**src/rtl/skv_pkg.sv**
```systemverilog
// Shared types and codes for the sorted key/value table.
`default_nettype none
package skv_pkg;

  typedef enum logic [1:0] {
    OP_GET    = 2'd0,
    OP_INSERT = 2'd1,
    OP_REMOVE = 2'd2,
    OP_CLEAR  = 2'd3
  } op_t;

  typedef enum logic [1:0] {
    S_IDLE,
    S_UPDATE
  } state_t;

  // Broadcast from the controller to every cell of the row.
  typedef struct packed {
    logic capture;   // register the compare flags against the request key
    logic sgn;       // keys ordered as two's complement
    logic ins_op;    // open a gap at the lower bound and place the new pair
    logic rem_op;    // close the gap at the matching entry
    logic rep_op;    // overwrite the value of the matching entry
  } cell_ctrl_t;

endpackage
`default_nettype wire

```
**src/rtl/skv_cell.sv**
```systemverilog
// One slot of the sorted row: holds a pair, compares it and shifts towards a neighbour.
`default_nettype none
module skv_cell import skv_pkg::*; #(
  parameter int KEY_BITS   = 32,
  parameter int VALUE_BITS = 32
) (
  input  wire logic                  clk,
  input  wire cell_ctrl_t            ctrl,
  input  wire logic                  live,
  input  wire logic [KEY_BITS-1:0]   req_key,
  input  wire logic [VALUE_BITS-1:0] req_value,
  input  wire logic                  left_lt,
  input  wire logic [KEY_BITS-1:0]   left_key,
  input  wire logic [VALUE_BITS-1:0] left_value,
  input  wire logic [KEY_BITS-1:0]   right_key,
  input  wire logic [VALUE_BITS-1:0] right_value,
  output logic                       lt,
  output logic                       eq,
  output logic [KEY_BITS-1:0]        cell_key,
  output logic [VALUE_BITS-1:0]      cell_value
);

  logic [KEY_BITS-1:0]   own_rank;
  logic [KEY_BITS-1:0]   req_rank;
  logic [KEY_BITS-1:0]   cell_key_next;
  logic [VALUE_BITS-1:0] cell_value_next;

  // Flipping the sign bit makes unsigned order match two's complement order.
  assign own_rank = {cell_key[KEY_BITS-1] ^ ctrl.sgn, cell_key[KEY_BITS-2:0]};
  assign req_rank = {req_key[KEY_BITS-1] ^ ctrl.sgn, req_key[KEY_BITS-2:0]};

  always_comb begin
    cell_key_next   = cell_key;
    cell_value_next = cell_value;
    if (ctrl.ins_op && !lt) begin
      // The first cell not below the key takes the new pair; those after it move up.
      if (left_lt) begin
        cell_key_next   = req_key;
        cell_value_next = req_value;
      end else begin
        cell_key_next   = left_key;
        cell_value_next = left_value;
      end
    end else if (ctrl.rem_op && !lt) begin
      cell_key_next   = right_key;
      cell_value_next = right_value;
    end else if (ctrl.rep_op && eq) begin
      cell_value_next = req_value;
    end
  end

  always_ff @(posedge clk) begin
    if (ctrl.capture) begin
      lt <= live && (own_rank < req_rank);
      eq <= live && (cell_key == req_key);
    end
    cell_key   <= cell_key_next;
    cell_value <= cell_value_next;
  end

endmodule
`default_nettype wire

```
**config.mk**
```make
export PLATFORM = sky130hd
export DESIGN_NAME = skv_cell
export DESIGN_NICKNAME = d
export VERILOG_FILES = /design/src/rtl/skv_pkg.sv /design/src/rtl/skv_cell.sv
export SDC_FILE = /design/constraint.sdc
export NUM_CORES = 1
export LEC_CHECK = 0
export ABC_AREA = 1
export BUFFER_PORTS_ARGS = -buffer_cell sky130_fd_sc_hd__buf_4
export CAP_MARGIN = 20
export CORE_MARGIN = 1
export CORE_UTILIZATION = 40
export DETAILED_ROUTE_END_ITERATION = 10
export GPL_ROUTABILITY_DRIVEN = 0
export PLACE_DENSITY = 0.8
export SYNTH_ARGS = -nofsm -noshare
export SYNTH_HDL_FRONTEND = slang
export SYNTH_SLANG_ARGS = --single-unit
```
**constraint.sdc**
```tcl
create_clock -name clk -period 2.3 [get_ports clk]
set_clock_uncertainty 0.15 [all_clocks]
set_input_delay 0.575 -clock clk [delete_from_list [all_inputs] [get_ports clk]]
set_output_delay 0.575 -clock clk [all_outputs]
set_load 0.005 [all_outputs]
```
==> summary.txt, run 1 <==
STA
  – Final hold violation count: 0
  – Slew @ Worst Pin: 0.419 ns
  – Tmin final: 1.92 ns
  – Setup_tns: 0 ns
  – Max Clk Rate: 0.520 GHz
  – Tcrit/Tclk final: 0.836
  – Final setup fails: 0
  – Setup repair after global routing missed its margin: no
  – Max Slew Vio Count: 0
  – Normalized max-slew margin: 0.721

Setup path
  – WS Path Type: flop to flop
  – FF-to-FF Start: lt
  – Crit end category: flop
  – WP data arrival: 1.86 ns
  – Reg-to-Reg End: cell_value[19]
  – R2R setup slack: 0.38 ns
  – CP Data Required Time: 2.24 ns
  – Register-to-Register Path Depth: 6
  – Worst-path fanout max: 32
  – CP Launch Type: flop

Yosys
  – Net Count, Synth: 781
  – Register area share after synthesis: 0.442
  – Syn Inst Count: 550
  – Unique masters post-synth: 28
  – #FFs+latches synth: 66
  – Mapped Avg Cell Area: 8.15 um^2
  – Netlist Area Pre-Place: 4480 um^2
  – Warnings from Yosys: 0

Finish
  – Fin cells: 949
  – Layout cells sized above 1: 0.370
  – Final nets: 1035
  – Area growth from synthesis to layout: 51.3%
  – Multi-input gate area: 2130 um^2
  – Fillers: 920
  – Antenna diode instance count: 0
  – Register area: 1980 um^2
  – Final Instance Area: 6780 um^2

CTS
  – Cts hold-fix bufs: 0
  – CTS H-tree depth: 3
  – Resize count post-CTS: 0
  – Worst skew pair latency: 0.34 ns
  – Post CTS Setup Buffer Count: 0
  – Worst-path clk slew: 0.08 ns
  – Clk buf depth: 2
  – CTS tree: built
  – Num Clock Sinks: 66
  – Root buffer cell: clkbuf_8
  – Number of buffers created by CTS: 9

Floorplanning
  – Initial Util: 0.412
  – Area of the core: 10900 um^2
  – Die span in y: 108 um
  – Ports: 266
  – Die width: 108 um
  – Row cnt: 38
  – Full die area: 11600 um^2

Route
  – Via density: 5.32
  – WL/cell: 16.4 um
  – ANT nets after route: 0
  – DRC viols: 0
  – DRT Pass-1 Iters: 7
  – Initial DRC Count: 413
  – Post-Route WL: 15.6 mm
  – Vias post-DR: 5048

Hold path
  – Worst Hold Class: input pin to flop
  – Hold path depth: 1
  – Worst Hold End: eq
  – Hold Startpoint: ctrl[4]

Power
  – Power share of the combinational group: 0.317
  – Psw: 1.10 mW
  – Clock power share: 0.256
  – Static leakage: 3.22 nW
  – Internal: 2.62 mW
  – Peak VDD IR: 255 uV
  – Power density over the cells: 548 nW/um^2
  – Reg power frac: 0.427
  – Switching Share: 0.296

Place
  – PortBufs: 265
  – Dpl cell area: 6600 um^2
  – Dpl cells: 933
  – Dpl hpwl: 11.4 mm

GRT
  – Pin count of the biggest net entering global routing: 37
  – Total Routing Usage GR: 0.271
  – Vias in the first global route: 4934
  – Initial antenna violation count: 0
  – First-pass GRT wire length: 24.1 mm
  – Grt ovf: 0

Run
  – Max_cap viols: 0

Status
  – Outcome: completed
power by group through the flow:
stage	clock network, mW	logic (mW)	registers (mW)
floorplan	0	0.498	1.62
global placement	0	1.14	1.61
detailed placement	0	1.17	1.61
CTS	0.959	1.18	1.59
global route	1.01	1.31	1.60
finish	0.950	1.18	1.59
flip-flops by register name (all words and copies together) (netlist names):
register    flops
cell_key       32
cell_value     32
eq              1
lt              1
Yosys cell counts:
library cell,count,share of area
ha_1,31,0.087
inv_4,1,0.0014
buf_4,5,0.0084
nand4_1,3,0.0042
edfxtp_1,66,0.44
nor2_1,75,0.063
nor3_1,1,0.0011
and3b_1,1,0.0020
nand2_4,1,0.0025
buf_1,2,0.0017
nand2_2,2,0.0028
nand2_1,72,0.060
a21o_1,1,0.0017
nand3_1,7,0.0078
inv_2,2,0.0017
nor3_2,1,0.0022
clkbuf_1,5,0.0042
o21ai_1,9,0.010
o21a_1,1,0.0017
nand4_2,1,0.0028
o22ai_1,32,0.045
buf_2,21,0.023
a21oi_1,107,0.12
inv_1,43,0.036
buf_6,1,0.0025
o21ai_0,56,0.063
clkbuf_2,2,0.0022
clkinv_2,1,0.0011
final cells by class:
| cell class | instances | area share |
|---|---|---|
| clock buffers | 11 | 0.0194 |
| repair buffers | 279 | 0.314 |
| clock inverters | 5 | 0.00664 |
| inverters | 47 | 0.0266 |
| multi-input cells | 401 | 0.315 |
| flip-flops and latches | 66 | 0.292 |
| well taps | 140 | 0.0258 |
placed cells by master, fill, tap and decap left out:
cell type,instances
nand2_4,1
nand4_2,1
clkbuf_8,9
nand4_1,3
buf_4,276
edfxtp_1,66
nor3_2,1
o21ai_0,56
inv_1,43
buf_12,3
nand2_2,2
nand3_2,1
nor2_1,75
clkbuf_1,2
clkinv_2,1
inv_4,1
nor3_1,1
and3b_1,1
o22ai_1,32
a21o_1,1
clkinv_1,4
ha_1,31
bufinv_16,1
inv_2,2
nand2_1,72
o21a_1,1
a21oi_1,107
o21ai_1,9
nand3_1,6
layer usage:
metal / track usage / wire length (um) / vias to the layer above
li1: - / - / 2436
met1: 0.305 / 6070 / 2314
met2: 0.481 / 7950 / 240
met3: 0.0515 / 981 / 58
met4: 0.147 / 603 / 0
met5: 0 / 0 / -
critical path, cell delays in order (launching register included):
cell and delay, ns:
edfxtp_1 0.44, inv_2 0.12, buf_4 0.24, nand2_2 0.10, buf_4 0.26, o21ai_0 0.25, o22ai_1 0.11
logic make-up (layout without fill, tap and decap cells):
| group | Yosys count | count (layout) | share of synthesized area |
|---|---|---|---|
| DFF | 66 | 66 | 0.442 |
| AOI/OAI and AO/OA | 206 | 206 | 0.240 |
| and+or+nand+nor | 164 | 164 | 0.149 |
| adders and majority gates | 31 | 31 | 0.0865 |
| buffers and inverters | 83 | 342 | 0.0826 |
worst max-delay path by stage:
stage | start | endpoint | slack [ns] | cells past startpoint
detailed placement | ctrl[2] | cell_value[1] | 0.27 | 6
CTS | lt | cell_value[28] | 0.41 | 6
finish | lt | cell_value[19] | 0.38 | 6
floorplan | ctrl[1] | cell_key[0] | 0.09 | 4
global route | lt | cell_value[30] | 0.33 | 6
global placement | req_key[15] | lt | 0.26 | 8
through the flow:
stage / util / power, mW / setup WS (ns) / hold slack [ns]
after floorplan: - / 2.12 / 0.0928 / 0.537
after global placement: 0.607 / 2.75 / 0.263 / 0.639
after detailed placement: 0.607 / 2.79 / 0.268 / 0.647
after CTS: 0.623 / 3.72 / 0.412 / 0.280
after global routing: 0.623 / 3.91 / 0.327 / 0.280
final: 0.623 / 3.71 / 0.378 / 0.300
No activity file was read; power rests on OpenSTA's default activity.
==> run 2, diff against run 1 <==
--- a/config.mk
+++ b/config.mk
@@ -9,10 +9,10 @@
 export BUFFER_PORTS_ARGS = -buffer_cell sky130_fd_sc_hd__buf_4
 export CAP_MARGIN = 20
 export CORE_MARGIN = 1
-export CORE_UTILIZATION = 40
+export CORE_UTILIZATION = 44
 export DETAILED_ROUTE_END_ITERATION = 10
 export GPL_ROUTABILITY_DRIVEN = 0
-export PLACE_DENSITY = 0.8
+export PLACE_DENSITY = 0.83
 export SYNTH_ARGS = -nofsm -noshare
 export SYNTH_HDL_FRONTEND = slang
 export SYNTH_SLANG_ARGS = --single-unit
==> constraint.sdc (replaced) <==
create_clock -name clk -period 1.9 [get_ports clk]
set_clock_uncertainty 0.15 [all_clocks]
set_input_delay 0.475 -clock clk [delete_from_list [all_inputs] [get_ports clk]]
set_output_delay 0.475 -clock clk [all_outputs]
set_load 0.005 [all_outputs]
==> run 2 against run 1 <==
Net effect: die area is 8.9% lower; core utilization increased by 7.5 points; highest routed layer unchanged; routed wire length grew 3.2%; critical path depth stayed put; global-route usage rose by 2.7 points; hold slack got worse by 0.11 ns; via count grew 3.3%; sequential cell count is the same; final area is 0.98% higher; first-iteration DRC count down 33%; register-to-register slack lost 0.31 ns; count of clock-buffer cells in the layout up 2.
==> summary.txt, run 2 (synthesis results as in run 1) <==
Status
  – Outcome: completed

Setup path
  – WS Path Type: flop to flop
  – Worst-path fanout max: 2
  – CP Data Required Time: 1.84 ns
  – CP Launch Type: flop
  – WP data arrival: 1.77 ns
  – Crit end category: flop

Floorplanning
  – Full die area: 10600 um^2
  – Ports: 266
  – Die width: 103 um
  – Row cnt: 36
  – Die span in y: 103 um
  – Area of the core: 9820 um^2
  – Initial Util: 0.456

STA
  – Setup ws final: 0.0721 ns
  – Normalized max-slew margin: 0.750
  – Hold slack: 0.194 ns
  – Max Clk Rate: 0.547 GHz
  – Final hold violation count: 0
  – Max Slew Vio Count: 0
  – Tmin final: 1.83 ns
  – Slew @ Worst Pin: 0.375 ns
  – Tcrit/Tclk final: 0.962
  – Final setup fails: 0
  – Setup_tns: 0 ns

Finish
  – Fin cells: 944
  – Area growth from synthesis to layout: 52.8%
  – Antenna diode instance count: 0
  – Layout cells sized above 1: 0.375
  – Final nets: 1037
  – Largest registers: cell_key (32), cell_value (32)
  – Most common cell after layout, fill and taps aside: buf_4
  – Most frequent cells in the layout: buf_4 (273), a21oi_1 (107), nor2_1 (74), nand2_1 (71), edfxtp_1 (66)

CTS
  – Clk buf depth: 2
  – CTS H-tree depth: 3
  – Num Clock Sinks: 66
  – Worst-path clk slew: 0.07 ns
  – Root buffer cell: clkbuf_8
  – Number of buffers created by CTS: 9
  – CTS tree: built
  – Worst skew pair latency: 0.34 ns

GRT
  – Vias in the first global route: 4984
  – Pin count of the biggest net entering global routing: 48
  – First-pass GRT wire length: 23.9 mm
  – Initial antenna violation count: 0
  – Grt ovf: 0
  – Total Routing Usage GR: 0.298

Place
  – PortBufs: 265
  – Place WS: -0.0306 ns
  – Dpl cells: 928
  – Dpl hpwl: 11.9 mm

Route
  – DRT Pass-1 Iters: 5
  – ANT nets after route: 0
  – Post-Route WL: 16.1 mm
  – DRC viols: 0
  – Via density: 5.53
  – Vias post-DR: 5216
  – WL/cell: 17.1 um
  – Initial DRC Count: 275

Hold path
  – Worst Hold Class: input pin to flop

Power
  – Power density over the cells: 644 nW/um^2
  – Static leakage: 3.26 nW
  – Peak VDD IR: 302 uV
  – Power after layout: 4.41 mW

Run
  – Max_cap viols: 0
==> run 2: cell count changes in the layout (fill, tap and decap cells not counted), sizes merged <==
cell	previous run	this run
clkbuf	11	13
clkinvlp	0	1
clkinv	5	3
bufinv	1	0
buf	279	281
==> run 2: area by class of cell <==
cell class	count	area, um^2
multi-input cells	401	2150
clock inverters	3	16.3
inverters	47	180
repair buffers	281	2210
clock buffers	13	139
well taps	133	166
fillers	804	2970
flip-flops and latches	66	1980
==> run 2: worst paths after layout <==
check	depth (start not counted)	startpoint	end	slack, ns
worst max register to register	6	cell_key[21]	lt	0.07
worst min register to register	3	eq	cell_value[26]	0.77
worst min-delay path	1	ctrl[4]	lt	0.19
worst max-delay path	6	cell_key[21]	lt	0.07
==> run 2: metal layers <==
layer,track usage,vias to the layer above,part of all wire
met5,0,-,0
met4,0.174,0,0.046
met3,0.0549,58,0.077
met2,0.517,300,0.50
met1,0.344,2413,0.38
li1,-,2445,-
==> run 2: power by group <==
group	internal [mW]	switching [mW]	leakage, nW	total (mW)
sequential	1.84	0.0818	0.649	1.93
combinational	0.759	0.709	2.53	1.47
clock	0.470	0.547	0.0751	1.02
total	3.07	1.34	3.26	4.41
==> run 2: critical path, cell delays in order (launching register included) <==
cell and delay, ns:
edfxtp_1 0.41, ha_1 0.32, nand2_1 0.07, nor2_2 0.13
nand4_1 0.16, nor3_4 0.25, a21oi_1 0.09
==> run 2: per-stage QoR <==
step           area [um^2]   util
6_report              6850  0.697
5_1_grt               6850  0.697
3_3_place_gp          6680  0.681
3_5_place_dp          6680  0.681
2_1_floorplan         4500      -
4_1_cts               6840  0.696
==> run 2: timing repair <==
item | 4_1_cts | 5_1_grt
endpoints found under the hold margin | 0 | 0
setup endpoints to repair | 0 | 1
hold buffers | 0 | 0
resized for setup | 0 | 2
setup buffers | 0 | 0
==> run 3, diff against run 2 <==
--- a/config.mk
+++ b/config.mk
@@ -8,11 +8,12 @@
 export ABC_AREA = 1
 export BUFFER_PORTS_ARGS = -buffer_cell sky130_fd_sc_hd__buf_4
 export CAP_MARGIN = 20
-export CORE_MARGIN = 1
-export CORE_UTILIZATION = 44
+export CORE_AREA = 2 2 103 105
+export CTS_BUF_LIST = sky130_fd_sc_hd__clkbuf_4 sky130_fd_sc_hd__clkbuf_8
 export DETAILED_ROUTE_END_ITERATION = 10
+export DIE_AREA = 0 0 105 107
 export GPL_ROUTABILITY_DRIVEN = 0
-export PLACE_DENSITY = 0.83
+export PLACE_DENSITY = 0.84
 export SYNTH_ARGS = -nofsm -noshare
 export SYNTH_HDL_FRONTEND = slang
 export SYNTH_SLANG_ARGS = --single-unit
==> run 3 against run 2 <==
Net effect: hold slack better by 0.011 ns; clock power up 8%; first-iteration DRC count up 35%; routed wire length down 2.0%; critical endpoint unchanged; largest cell class unchanged; highest routed layer unchanged.
==> summary.txt, run 3 (synthesis results as in run 1) <==
Setup path
  – Reg-to-Reg End: lt
  – WS Path Type: flop to flop
  – Register-to-Register Path Depth: 6
  – WP data arrival: 1.68 ns
  – FF-to-FF Start: cell_key[23]
  – Crit end category: flop
  – CP Data Required Time: 1.84 ns
  – R2R setup slack: 0.16 ns
  – CP Launch Type: flop
  – Worst-path fanout max: 2

STA
  – Final setup fails: 0
  – Max Slew Vio Count: 0
  – Tcrit/Tclk final: 0.917
  – Tmin final: 1.74 ns
  – Slew @ Worst Pin: 0.355 ns
  – Final hold violation count: 0
  – Normalized max-slew margin: 0.763
  – Setup repair after global routing missed its margin: no
  – Max Clk Rate: 0.574 GHz

GRT
  – Total Routing Usage GR: 0.274
  – Pin count of the biggest net entering global routing: 40
  – Vias in the first global route: 5175
  – Initial antenna violation count: 0
  – First-pass GRT wire length: 24.6 mm
  – Grt ovf: 0

Finish
  – Area growth from synthesis to layout: 52.5%
  – Layout cells sized above 1: 0.379
  – Most common cell after layout, fill and taps aside: buf_4
  – Final Instance Area: 6840 um^2
  – Fin cells: 948
  – Final nets: 1040
  – Fillers: 833
  – Antenna diode instance count: 0
  – Largest registers: cell_key (32), cell_value (32)
  – Most frequent cells in the layout: buf_4 (280), a21oi_1 (107), nor2_1 (75), nand2_1 (71), edfxtp_1 (66)

Place
  – PortBufs: 265
  – Dpl hpwl: 12.0 mm
  – Dpl cells: 934
  – Dpl cell area: 6660 um^2

Route
  – Wl on met1: 5.91 mm
  – DRT Pass-1 Iters: 6
  – Vias post-DR: 5136
  – Metal2 WL: 8.15 mm
  – WL met3: 1.19 mm
  – ANT nets after route: 0
  – Via density: 5.42
  – Initial DRC Count: 372
  – Post-Route WL: 15.8 mm
  – Top sig layer: met4
  – DRC viols: 0
  – WL/cell: 16.7 um

CTS
  – Clk buf depth: 2
  – Resize count post-CTS: 0
  – CTS H-tree depth: 3
  – CTS tree: built
  – Worst-path clk slew: 0.07 ns
  – Worst skew pair latency: 0.33 ns
  – Num Clock Sinks: 66
  – Number of buffers created by CTS: 9
  – Cts hold-fix bufs: 0
  – Post CTS Setup Buffer Count: 0
  – Root buffer cell: clkbuf_8

Floorplanning
  – Full die area: 11200 um^2
  – Die width: 105 um
  – Row cnt: 37
  – Initial Util: 0.444
  – Ports: 266
  – Area of the core: 10100 um^2
  – Die span in y: 107 um

Run
  – Max_cap viols: 0

Hold path
  – Hold path depth: 1
  – Worst Hold Class: input pin to flop
  – Worst Hold End: eq
  – Hold Startpoint: ctrl[4]

Power
  – Peak VDD IR: 360 uV
  – Power density over the cells: 656 nW/um^2
  – Static leakage: 3.25 nW

Status
  – Outcome: completed
[run 3: cell count changes in the layout (fill, tap and decap cells not counted), sizes merged]
cell | previous run | this run
buf | 281 | 284
clkinvlp | 1 | 0
clkbuf | 13 | 9
clkinv | 3 | 5
bufinv | 0 | 1
[run 3: worst max-delay path by stage]
stage / from / slack [ns] / end
after floorplan: lt / 0.06 / cell_key[0]
after global placement: req_key[15] / 0.0009 / lt
after detailed placement: req_key[15] / -0.05 / lt
after CTS: cell_key[15] / 0.11 / lt
after global routing: cell_key[15] / 0.04 / lt
final: cell_key[23] / 0.16 / lt
[run 3: cell type report]
cell class,count,area (um^2),area share
well taps,136,170,0.0249
inverters,47,180,0.0264
flip-flops and latches,66,1980,0.290
multi-input cells,401,2150,0.314
clock buffers,9,124,0.0181
clock inverters,5,47.5,0.00696
repair buffers,284,2180,0.319
[run 3: metrics by stage]
stage | TNS [ns] | worst slack, ns | util | total power, mW | hold WS [ns]
after floorplan | 0 | 0.0556 | - | 2.57 | 0.437
after global placement | 0 | 0.000862 | 0.660 | 3.34 | 0.537
final | 0 | 0.157 | 0.677 | 4.48 | 0.205
after detailed placement | -0.0871 | -0.0482 | 0.660 | 3.40 | 0.546
after CTS | 0 | 0.114 | 0.677 | 4.50 | 0.185
after global routing | 0 | 0.0426 | 0.677 | 4.70 | 0.193
[run 3: power breakdown]
group | internal (mW) | total, mW | switching, mW | leakage [nW]
combinational | 0.750 | 1.45 | 0.703 | 2.52
sequential | 1.84 | 1.93 | 0.0814 | 0.649
clock | 0.578 | 1.10 | 0.526 | 0.0898
[run 3: metal layers]
metal  vias up  track usage
li1       2447            -
met2       294        0.494
met5         -            0
met4         0        0.129
met1      2348        0.316
met3        47       0.0498
[run 3: critical path, cell delays in order (launching register included)]
cell      delay [ns]
edfxtp_1        0.42
ha_1            0.31
nand2_1         0.07
nor2_1          0.14
nand4_1         0.11
nor3_2          0.20
a21oi_1         0.10
